==> config.mk <==
export PLATFORM = sky130hd
export DESIGN_NAME = rational_arithmetic_reduce
export DESIGN_NICKNAME = d
export VERILOG_FILES = /design/src/rtl/rar_pkg.sv /design/src/rtl/rar_ctrl.sv /design/src/rtl/rar_dp.sv /design/src/rtl/rational_arithmetic_reduce.sv
export SDC_FILE = /design/constraint.sdc
export NUM_CORES = 2
export LEC_CHECK = 0
export BUFFER_PORTS_ARGS = -buffer_cell sky130_fd_sc_hd__buf_2
export CAP_MARGIN = 0
export CORE_MARGIN = 5
export CORE_UTILIZATION = 65
export DETAILED_ROUTE_END_ITERATION = 8
export GPL_TIMING_DRIVEN = 0
export HOLD_SLACK_MARGIN = 0.03
export PLACE_DENSITY = 0.88
export SLEW_MARGIN = 40
export SYNTH_ARGS = -nofsm -noshare
export SYNTH_HDL_FRONTEND = slang
export SYNTH_HIERARCHICAL = 1
export SYNTH_SLANG_ARGS = --single-unit
==> constraint.sdc <==
create_clock -name clk -period 13.9 [get_ports clk]
set_input_delay 3.475 -clock clk [delete_from_list [all_inputs] [get_ports clk]]
set_output_delay 3.475 -clock clk [all_outputs]
set_load 0.02 [all_outputs]
==> src/rtl/rar_pkg.sv <==
package rar_pkg;

	// Default operand width and the fixed widths of the command and result fields.
	localparam int OPERAND_WIDTH_DEF = 16;
	localparam int OP_W              = 2;
	localparam int NUM_W             = 33;
	localparam int DEN_W             = 31;

	// Operation codes carried on the cmd field.
	typedef enum logic [OP_W-1:0] {
		OP_ADD = 2'd0,
		OP_SUB = 2'd1,
		OP_MUL = 2'd2,
		OP_DIV = 2'd3
	} op_t;

	// Controller states.
	typedef enum logic [3:0] {
		ST_IDLE,
		ST_MUL1,
		ST_MUL2,
		ST_MUL3,
		ST_SUM,
		ST_GINIT,
		ST_GCD,
		ST_DINIT,
		ST_DIV,
		ST_DONE
	} state_t;

	// Commands from the controller to the datapath.
	typedef struct packed {
		logic load;
		logic mul1;
		logic mul2;
		logic mul3;
		logic sum;
		logic ginit;
		logic gstep;
		logic dinit;
		logic dstep;
		logic out_load;
	} ctl_t;

	// Status from the datapath to the controller.
	typedef struct packed {
		logic err;
		logic num_zero;
		logic gcd_eq;
		logic div_last;
		logic out_free;
	} sts_t;

endpackage

==> src/rtl/rar_ctrl.sv <==
module rar_ctrl (
	input  logic          clk,
	input  logic          arst_n,
	input  logic          in_valid,
	output logic          in_stall,
	input  rar_pkg::sts_t sts,
	output rar_pkg::ctl_t ctl
);
	import rar_pkg::*;

	state_t state_q;
	state_t state_nxt;

	// State register.
	always_ff @(posedge clk or negedge arst_n) begin
		if (!arst_n) begin
			state_q <= ST_IDLE;
		end else begin
			state_q <= state_nxt;
		end
	end

	// Next state: three multiplies, the signed sum, the GCD loop, the division loop.
	always_comb begin
		state_nxt = state_q;
		case (state_q)
			ST_IDLE:  if (in_valid) state_nxt = ST_MUL1;
			ST_MUL1:  state_nxt = sts.err ? ST_DONE : ST_MUL2;
			ST_MUL2:  state_nxt = ST_MUL3;
			ST_MUL3:  state_nxt = ST_SUM;
			ST_SUM:   state_nxt = ST_GINIT;
			ST_GINIT: state_nxt = sts.num_zero ? ST_DONE : ST_GCD;
			ST_GCD:   if (sts.gcd_eq) state_nxt = ST_DINIT;
			ST_DINIT: state_nxt = ST_DIV;
			ST_DIV:   if (sts.div_last) state_nxt = ST_DONE;
			ST_DONE:  if (sts.out_free) state_nxt = ST_IDLE;
			default:  state_nxt = ST_IDLE;
		endcase
	end

	// Command decode.
	always_comb begin
		ctl          = '0;
		in_stall     = 1'b1;
		case (state_q)
			ST_IDLE: begin
				in_stall = 1'b0;
				ctl.load = in_valid;
			end
			ST_MUL1:  ctl.mul1 = 1'b1;
			ST_MUL2:  ctl.mul2 = 1'b1;
			ST_MUL3:  ctl.mul3 = 1'b1;
			ST_SUM:   ctl.sum = 1'b1;
			ST_GINIT: ctl.ginit = 1'b1;
			ST_GCD:   ctl.gstep = !sts.gcd_eq;
			ST_DINIT: ctl.dinit = 1'b1;
			ST_DIV:   ctl.dstep = 1'b1;
			ST_DONE:  ctl.out_load = sts.out_free;
			default:  ctl = '0;
		endcase
	end

endmodule

==> src/rtl/rar_dp.sv <==
module rar_dp #(
	parameter int OPERAND_WIDTH = rar_pkg::OPERAND_WIDTH_DEF
) (
	input  logic                              clk,
	input  logic                              arst_n,
	input  rar_pkg::ctl_t                     ctl,
	output rar_pkg::sts_t                     sts,
	input  logic [rar_pkg::OP_W-1:0]          cmd,
	input  logic signed [OPERAND_WIDTH-1:0]   left_num,
	input  logic signed [OPERAND_WIDTH-1:0]   left_den,
	input  logic signed [OPERAND_WIDTH-1:0]   right_num,
	input  logic signed [OPERAND_WIDTH-1:0]   right_den,
	output logic                              out_valid,
	input  logic                              out_stall,
	output logic signed [rar_pkg::NUM_W-1:0]  result_num,
	output logic [rar_pkg::DEN_W-1:0]         result_den,
	output logic                              status
);
	import rar_pkg::*;

	localparam int W  = OPERAND_WIDTH;
	localparam int GW = 2 * W;
	localparam int KW = $clog2(GW);
	localparam int XN = (GW + 1 > NUM_W) ? GW + 1 : NUM_W;
	localparam int XD = (GW > DEN_W) ? GW : DEN_W;

	// Sign and magnitude of the incoming operands.
	logic [W-1:0] ln_raw, ld_raw, rn_raw, rd_raw;
	logic [W-1:0] ln_mag, ld_mag, rn_mag, rd_mag;
	logic         in_err;

	assign ln_raw = left_num;
	assign ld_raw = left_den;
	assign rn_raw = right_num;
	assign rd_raw = right_den;
	assign ln_mag = ln_raw[W-1] ? W'(~ln_raw + 1'b1) : ln_raw;
	assign ld_mag = ld_raw[W-1] ? W'(~ld_raw + 1'b1) : ld_raw;
	assign rn_mag = rn_raw[W-1] ? W'(~rn_raw + 1'b1) : rn_raw;
	assign rd_mag = rd_raw[W-1] ? W'(~rd_raw + 1'b1) : rd_raw;
	assign in_err = (ld_raw == '0) || (rd_raw == '0)
		|| ((op_t'(cmd) == OP_DIV) && (rn_raw == '0));

	op_t           op_q;
	logic          err_q;
	logic [W-1:0]  ln_q, ld_q, rn_q, rd_q;
	logic          ln_neg_q, ld_neg_q, rn_neg_q, rd_neg_q;
	logic [GW-1:0] t1_q, t2_q, dn_q, nm_q;
	logic          t1_neg_q, t2_neg_q, dn_neg_q, nm_neg_q;
	logic [GW-1:0] a_q, b_q, g_q, nq_q, dq_q;
	logic [KW-1:0] k_q, cnt_q;
	logic [GW:0]   nr_q, dr_q;
	logic          out_valid_q;
	logic [NUM_W-1:0] res_num_q;
	logic [DEN_W-1:0] res_den_q;
	logic             status_q;

	// Shared multiplier: operands chosen by the step and the operation.
	logic [W-1:0]  mul_a, mul_b;
	logic          mul_an, mul_bn;
	logic [GW-1:0] prod;
	logic          prod_neg;

	always_comb begin
		mul_a  = ld_q;
		mul_an = ld_neg_q;
		mul_b  = rd_q;
		mul_bn = rd_neg_q;
		if (ctl.mul1) begin
			mul_a  = ln_q;
			mul_an = ln_neg_q;
			if (op_q == OP_MUL) begin
				mul_b  = rn_q;
				mul_bn = rn_neg_q;
			end
		end else if (ctl.mul2) begin
			mul_a  = rn_q;
			mul_an = rn_neg_q ^ (op_q == OP_SUB);
			mul_b  = ld_q;
			mul_bn = ld_neg_q;
		end else if (op_q == OP_DIV) begin
			mul_b  = rn_q;
			mul_bn = rn_neg_q;
		end
	end

	assign prod     = GW'(mul_a) * GW'(mul_b);
	assign prod_neg = (mul_an ^ mul_bn) && (prod != '0);

	// Signed-magnitude sum of the two cross products.
	logic [GW-1:0] sum_mag;
	logic          sum_neg;

	always_comb begin
		if (t1_neg_q == t2_neg_q) begin
			sum_mag = t1_q + t2_q;
			sum_neg = t1_neg_q;
		end else if (t1_q >= t2_q) begin
			sum_mag = t1_q - t2_q;
			sum_neg = t1_neg_q;
		end else begin
			sum_mag = t2_q - t1_q;
			sum_neg = t2_neg_q;
		end
		if (sum_mag == '0) begin
			sum_neg = 1'b0;
		end
	end

	// One step of the binary GCD.
	logic [GW-1:0] a_nxt, b_nxt;
	logic          k_inc;

	always_comb begin
		a_nxt = a_q;
		b_nxt = b_q;
		k_inc = 1'b0;
		if (!a_q[0] && !b_q[0]) begin
			a_nxt = a_q >> 1;
			b_nxt = b_q >> 1;
			k_inc = 1'b1;
		end else if (!a_q[0]) begin
			a_nxt = a_q >> 1;
		end else if (!b_q[0]) begin
			b_nxt = b_q >> 1;
		end else if (a_q > b_q) begin
			a_nxt = (a_q - b_q) >> 1;
		end else begin
			b_nxt = (b_q - a_q) >> 1;
		end
	end

	// One restoring-division step for each of the two quotients.
	logic [GW:0]   nr_sh, dr_sh, g_ext;
	logic          n_fit, d_fit;

	assign g_ext = {1'b0, g_q};
	assign nr_sh = {nr_q[GW-1:0], nq_q[GW-1]};
	assign dr_sh = {dr_q[GW-1:0], dq_q[GW-1]};
	assign n_fit = nr_sh >= g_ext;
	assign d_fit = dr_sh >= g_ext;

	// Final signed result from the quotients.
	logic          res_neg;
	logic [XN-1:0] n_ext, n_sgn;
	logic [XD-1:0] d_ext;

	assign res_neg = nm_neg_q ^ dn_neg_q;
	assign n_ext   = XN'(nq_q);
	assign n_sgn   = res_neg ? XN'(~n_ext + 1'b1) : n_ext;
	assign d_ext   = XD'(dq_q);

	// Control state: output register valid.
	always_ff @(posedge clk or negedge arst_n) begin
		if (!arst_n) begin
			out_valid_q <= 1'b0;
		end else if (ctl.out_load) begin
			out_valid_q <= 1'b1;
		end else if (!out_stall) begin
			out_valid_q <= 1'b0;
		end
	end

	// Payload registers of the datapath.
	always_ff @(posedge clk) begin
		if (ctl.load) begin
			op_q     <= op_t'(cmd);
			err_q    <= in_err;
			ln_q     <= ln_mag;
			ld_q     <= ld_mag;
			rn_q     <= rn_mag;
			rd_q     <= rd_mag;
			ln_neg_q <= ln_raw[W-1];
			ld_neg_q <= ld_raw[W-1];
			rn_neg_q <= rn_raw[W-1];
			rd_neg_q <= rd_raw[W-1];
		end
		if (ctl.mul1) begin
			t1_q     <= prod;
			t1_neg_q <= prod_neg;
		end
		if (ctl.mul2) begin
			if (op_q == OP_MUL || op_q == OP_DIV) begin
				t2_q     <= '0;
				t2_neg_q <= 1'b0;
			end else begin
				t2_q     <= prod;
				t2_neg_q <= prod_neg;
			end
		end
		if (ctl.mul3) begin
			dn_q     <= prod;
			dn_neg_q <= prod_neg;
		end
		if (ctl.sum) begin
			nm_q     <= sum_mag;
			nm_neg_q <= sum_neg;
		end
		if (ctl.ginit) begin
			a_q <= nm_q;
			b_q <= dn_q;
			k_q <= '0;
		end else if (ctl.gstep) begin
			a_q <= a_nxt;
			b_q <= b_nxt;
			k_q <= k_q + KW'(k_inc);
		end
		if (ctl.dinit) begin
			g_q   <= a_q << k_q;
			nq_q  <= nm_q;
			dq_q  <= dn_q;
			nr_q  <= '0;
			dr_q  <= '0;
			cnt_q <= '0;
		end else if (ctl.dstep) begin
			nr_q  <= n_fit ? (nr_sh - g_ext) : nr_sh;
			dr_q  <= d_fit ? (dr_sh - g_ext) : dr_sh;
			nq_q  <= {nq_q[GW-2:0], n_fit};
			dq_q  <= {dq_q[GW-2:0], d_fit};
			cnt_q <= cnt_q + 1'b1;
		end
		if (ctl.out_load) begin
			if (err_q) begin
				res_num_q <= '0;
				res_den_q <= '0;
				status_q  <= 1'b1;
			end else if (nm_q == '0) begin
				res_num_q <= '0;
				res_den_q <= DEN_W'(1);
				status_q  <= 1'b0;
			end else begin
				res_num_q <= n_sgn[NUM_W-1:0];
				res_den_q <= d_ext[DEN_W-1:0];
				status_q  <= 1'b0;
			end
		end
	end

	// Status back to the controller.
	assign sts.err      = err_q;
	assign sts.num_zero = (nm_q == '0);
	assign sts.gcd_eq   = (a_q == b_q);
	assign sts.div_last = (cnt_q == KW'(GW - 1));
	assign sts.out_free = !out_valid_q || !out_stall;

	assign out_valid  = out_valid_q;
	assign result_num = res_num_q;
	assign result_den = res_den_q;
	assign status     = status_q;

endmodule

==> src/rtl/rational_arithmetic_reduce.sv <==
// A transaction passes through three multiplies, the signed sum, the binary GCD loop and the
// bit-serial division by the GCD before the result is loaded; an operand error skips to the
// output after the first multiply and a zero numerator after the GCD set-up. One transaction is
// worked on at a time and the next can be taken in the cycle after the result is loaded, so
// throughput is set by the GCD loop and the bit-serial division by the GCD.
// Reset (arst_n, asynchronous, active low) returns the controller to idle and empties the output register.
module rational_arithmetic_reduce #(
	parameter int OPERAND_WIDTH = rar_pkg::OPERAND_WIDTH_DEF
) (
	input  logic                              clk,
	input  logic                              arst_n,
	input  logic                              in_valid,
	output logic                              in_stall,
	input  logic [rar_pkg::OP_W-1:0]          cmd,
	input  logic signed [OPERAND_WIDTH-1:0]   left_num,
	input  logic signed [OPERAND_WIDTH-1:0]   left_den,
	input  logic signed [OPERAND_WIDTH-1:0]   right_num,
	input  logic signed [OPERAND_WIDTH-1:0]   right_den,
	output logic                              out_valid,
	input  logic                              out_stall,
	output logic signed [rar_pkg::NUM_W-1:0]  result_num,
	output logic [rar_pkg::DEN_W-1:0]         result_den,
	output logic                              status
);
	import rar_pkg::*;

	ctl_t ctl;
	sts_t sts;

	// Sequencer for one transaction at a time.
	rar_ctrl u_ctrl (
		.clk      (clk),
		.arst_n   (arst_n),
		.in_valid (in_valid),
		.in_stall (in_stall),
		.sts      (sts),
		.ctl      (ctl)
	);

	// Multiplier, GCD and division datapath with the output register.
	rar_dp #(
		.OPERAND_WIDTH (OPERAND_WIDTH)
	) u_dp (
		.clk        (clk),
		.arst_n     (arst_n),
		.ctl        (ctl),
		.sts        (sts),
		.cmd        (cmd),
		.left_num   (left_num),
		.left_den   (left_den),
		.right_num  (right_num),
		.right_den  (right_den),
		.out_valid  (out_valid),
		.out_stall  (out_stall),
		.result_num (result_num),
		.result_den (result_den),
		.status     (status)
	);

endmodule

### After elaboration in Yosys (flattened, before gate mapping)

Index checks and enable logic that the tools add are counted.

| word-level totals | value |
|---|---|
| flip-flop bits (word level) | 507 |
| output and inout port bits | 67 |
| logic and storage cells | 183 |

| cells by class | value |
|---|---|
| multiplexer cells | 62 |
| $add $sub $neg | 14 |
| reductions and logical operators | 28 |
| multiply operators | 1 |
| equality and inequality tests | 24 |
| $lt $le $gt $ge | 4 |
| bitwise logic cells | 9 |
| shift operators | 1 |

Operators by type and width:

| operator | number |
|---|---|
| two-way mux 32 bit | 21 |
| subtractor 32 bit | 6 |
| two-way mux 16 bit | 6 |
| greater-or-equal comparator 33 x 32 -> 1 bit | 2 |
| adder 16 x 1 -> 16 bit (second input constant) | 4 |
| logical NOT 32 bit | 2 |
| NOT 16 bit | 4 |
| two-way mux 15 bit | 4 |
| logical NOT 16 bit | 3 |
| one-hot mux 4 bit (10 select lines) | 1 |
| adder 33 x 1 -> 33 bit (second input constant) | 1 |
| NOT 32 -> 33 bit | 1 |
| adder 32 bit | 1 |
| equality test 32 bit | 1 |
| greater-or-equal comparator 32 bit | 1 |
| greater-than comparator 32 bit | 1 |
| multiplier 16 x 16 -> 32 bit | 1 |
| nonzero test 32 bit | 1 |
| left shift 32 x 5 -> 32 bit | 1 |
| two-way mux 1 bit | 24 |
| two-way mux 4 bit | 6 |
| equality test 4 x 3 -> 1 bit (second input constant) | 4 |
| inequality test 4 bit (second input constant) | 3 |
| equality test 4 x 2 -> 1 bit (second input constant) | 2 |
| 23 further kinds | 42 |

### Longest topological paths before layout

| logic depth | value |
|---|---|
| depth in word-level cells | 7 |
| depth in mapped cells | 35 |
| depth with buffers taken out | 32 |

### Hierarchy

The synthesis kept the hierarchy.

By module, submodules not included:

| module | area each (sq um) | sequential area each (sq um) | instances | cells each |
|---|---|---|---|---|
| rar_dp | 43294.0 | 14358.8 | 1 | 4664 |
| rar_ctrl | 366.6 | 100.1 | 1 | 49 |

### Worst setup path after synthesis

Ideal clock, no wire load.

| path | value |
|---|---|
| path type | reg2reg |
| start | reg u_ctrl.state_q[1] |
| end | reg u_dp.t2_neg_q (data pin) |
| stages on the path, launching flop included | 34 |
| path buffers | 4 |
| arrival | 10.711 ns |
| clock period less this slack | 10.977 ns |
| path slack | 2.923 ns |
| library setup time | 0.266 ns |
| cells stage by stage | dfrtp_1 -> clkbuf_1 -> nand2b_1 -> nor3_1 -> clkbuf_1 -> clkbuf_1 -> a21oi_1 -> mux2i_1 -> clkbuf_1 -> nand2_1 -> fa_1 -> inv_1 -> fa_1 -> inv_1 -> fa_1 -> inv_1 -> fa_1 -> fa_1 -> inv_1 -> fa_1 -> inv_1 -> ha_1 -> a21o_1 -> a21o_1 -> a21oi_1 -> o21bai_1 -> a221o_1 -> a311oi_2 -> o21bai_1 -> a21oi_1 -> xnor2_1 -> or3_1 -> o41a_1 -> nor2b_1 |

RTL lines:

| item | line | source |
|---|---|---|
| start, declared | rar_ctrl.sv:11 | `state_t state_q;` |
| start signal, assigned | rar_ctrl.sv:19 | `state_q <= state_nxt;` |
| end signal, assigned | rar_dp.sv:187 | `t2_neg_q <= prod_neg;` |
| end, declared | rar_dp.sv:48 | `logic t1_neg_q, t2_neg_q, dn_neg_q, nm_neg_q;` |

==> run_results.csv <==
group,metric,value,unit
status,run_status,"complete, no violations",
cells_and_area,final.fill_count,4847,
floorplan,die_h,269,um
yosys,netlist_top_cells_area,"edfxtp_1 29%, ha_1 9.6%, fa_1 9.2%",
setup_path,cpPeakStageDelay,580,ps
yosys,synthCells,4713,
global_route,use_met2,61.2,%
cells_and_area,seqCellArea,14500,um2
global_route,grt_use_total,37.0,%
clock_network,htreeDepth,2,
cells_and_area,layout_common_cells,"516 x inv_1, 428 x edfxtp_1, 411 x nor2_1",
drt,antenna_left,0,
global_route,grt_pass1_wl,213,mm
drt,drtIter0Drc,4502,
cells_and_area,num_antenna_cells,0,
cells_and_area,finalCoreUtilization,71.4,%
sta,fin_crit_sh,80.5,%
yosys,synth-seq-cells,507,
yosys,yosys.area.top_type,"edfxtp_1",
sta,setup_tns,0,ps
clock_network,cts_resized,0,
flow_run,maxCapViolCount,0,
yosys,ys_warn_count,6,
sta,worst_pin_slew,973,ps
sta,finalClockSkew,25.2,ps
clock_network,clock-root-buffer,"clkbuf_16",
sta,drv_slew,0,
sta,rsz0062_at_grt,"no",
floorplan,ioPinCount,137,
yosys,netlist.area_leader.share,29.4,%
setup_path,cp.required,14250,ps
floorplan,core_area,66900,um2
clock_network,path_clk_slew,60,ps
cells_and_area,multi_input_area,26500,um2
drt,vias,38100,
cells_and_area,drive_above_1_share,8.94,%
cells_and_area,layout.nets,5549,
place,port_buffers,136,
floorplan,die-area,72500,um2
global_route,antenna_found_initial,3,
setup_path,start_kind,"flip-flop",
drt,drt-wirelength-per-cell,23.6,um
yosys,yosysSeqAreaShare,33.1,%
global_route,use_met3,6.15,%
global_route,grt-ovfl-total,0,
yosys,synth_ff_type,"edfxtp_1",
global_route,grt_max_degree,48,
clock_network,cts_tree,"yes",
setup_path,slowest_stage,"clkbuf_1",
global_route,grt_use_met1,44.7,%
yosys,avgSynthCellArea,9.26,um2
sta,period_minus_slack,11180,ps
global_route,grt.busiest_layer,"met2",
yosys,syn_area,43700,um2
clock_network,cts_setup_buffers,0,
place,dp_slack,3090,ps
sta,worst_slew_margin_rel,34.7,%
drt,drc,0,
cells_and_area,syn2layout_area_growth,9.37,%
setup_path,path_common_cell,"fa_1",
floorplan,initial_core_util,65.2,%
sta,hold_violations,0,
floorplan,fp-row-count,95,
setup_path,crit_path_end_kind,"flip-flop",
setup_path,critPathArrivalTime,11530,ps
yosys,async_flop_share,0.986,%
global_route,grt_pass1_vias,37700,
place,hpwl,109,mm
yosys,syn-num-nets,5320,
clock_network,insertion_delay,630,ps
sta,fin_ws,2720,ps
drt,routed_wl,138,mm
clock_network,numCtsBuffers,55,
setup_path,worstSetupPathType,"reg2reg",
yosys,yosysUniqueCellTypes,89,
setup_path,cp_max_fo,10,
drt,vias_per_cell,6.50,
worst_hold_path,hold_class,"reg2reg",
sta,fmax,89.4,MHz
place,gp_congestion,1.02,
clock_network,clockBufferDepth,3,
clock_network,cts.sinks,507,
clock_network,cts.hold.buffers_added,0,
sta,setup_viol,0,
cells_and_area,mostFrequentLayoutCell,"inv_1",
floorplan,die_x,269,um
yosys,synth_edf_count,428,
drt,dr.pass1.iters,8,
-- cell type report --
| class | count | area share [%] |
|---|---|---|
| Buffer | 223 | 1.83 |
| Clock buffer | 67 | 3.00 |
| Clock inverter | 36 | 0.917 |
| Inverter | 518 | 4.08 |
| Multi-Input combinational cell | 3465 | 55.6 |
| Sequential cell | 507 | 30.3 |
| Tap cell | 873 | 2.29 |
| Timing Repair Buffer | 172 | 2.03 |
-- synthesized netlist by cell type, types with 13 or more instances --
cell type / number
inv_1: 517
edfxtp_1: 428
nor2_1: 413
nand2_1: 398
ha_1: 336
a21oi_1: 325
o21ai_0: 217
fa_1: 201
clkbuf_1: 190
xnor2_1: 183
mux2i_1: 127
a21o_1: 95
a211oi_1: 91
nor3_1: 86
mux2_2: 79
dfxtp_1: 74
and2_1: 67
nand3_1: 65
nor2b_1: 62
xor2_1: 60
nand2b_1: 52
o21bai_1: 46
or3_1: 41
a221oi_1: 37
a31oi_1: 36
o31ai_1: 34
nor4_1: 32
nand4_1: 31
o21a_1: 28
a22oi_1: 20
o211ai_1: 19
and3_1: 18
buf_2: 18
o21ai_1: 18
or2_2: 17
a211o_1: 14
a21boi_0: 13
a311oi_1: 13
buf_1: 13
mux4_2: 13
o41ai_1: 13
-- metrics by stage --
| step | hold WS (ps) | std cells | area, um2 |
|---|---|---|---|
| after floorplan | 443 | 4713 | 43700 |
| after global placement | 480 | 5722 | 45400 |
| after detailed placement | 491 | 5758 | 45900 |
| after CTS | 497 | 5861 | 47700 |
| after global routing | 534 | 5861 | 47800 |
| final | 499 | 5861 | 47800 |
-- flip-flops by register name, summed over array words and instances, names as in the netlist, 16 cells and up --
name	count
u_dp/a_q	32
u_dp/b_q	32
u_dp/d_ext	32
u_dp/dn_q	32
u_dp/dr_q	32
u_dp/g_q	32
u_dp/ld_q	16
u_dp/ln_q	16
u_dp/nm_q	32
u_dp/nq_q	32
u_dp/nr_q	32
u_dp/rd_q	16
u_dp/result_den	31
u_dp/result_num	33
u_dp/rn_q	16
u_dp/t1_q	32
u_dp/t2_q	32
-- layer usage --
layer  wire (um)  vias up
met5          26        -
met4       11900        4
met3       12500      616
met2       64100     2347
met1       49700    18100
li1            -    17100
-- worst paths after layout --
check	startpoint	end	slack, ps	cells after the start
max	u_ctrl/state_q[1]	u_dp/t2_neg_q	2720	30
min	u_dp/dr_q[8]	u_dp/dr_q[9]	500	2
max reg2reg	u_ctrl/state_q[1]	u_dp/t2_neg_q	2720	30
min reg2reg	u_dp/dr_q[8]	u_dp/dr_q[9]	500	2
max in group asynchronous	arst_n	u_dp/out_valid	11100	1
min in group asynchronous	arst_n	u_ctrl/state_q[3]	2660	1
-- worst max-delay path, delay by kind of cell (launching register included) --
family / cells / cell delay (ps)
simple gates: 6 / 1390
fa+ha+maj: 7 / 3320
mux: 1 / 270
flops: 1 / 350
xor+xnor: 1 / 260
compound gates: 8 / 2910
buf+inv: 7 / 2390
-- cells by family (layout without fill, tap and decap cells) --
logic type / Yosys count / after routing / share of synthesized area, %
muxes: 220 / 220 / 5.65
buffers and inverters: 741 / 1016 / 6.45
DFF: 507 / 507 / 33.1
AOI/OAI and AO/OA: 1124 / 1124 / 16.7
xor gates and xnor gates: 243 / 243 / 4.87
and+or+nand+nor: 1341 / 1341 / 14.4
adders and majority gates: 537 / 537 / 18.8
Power is left out: the tool's default activity adds up to more than one toggle a clock period on the data nets, which glitch-free logic cannot reach.
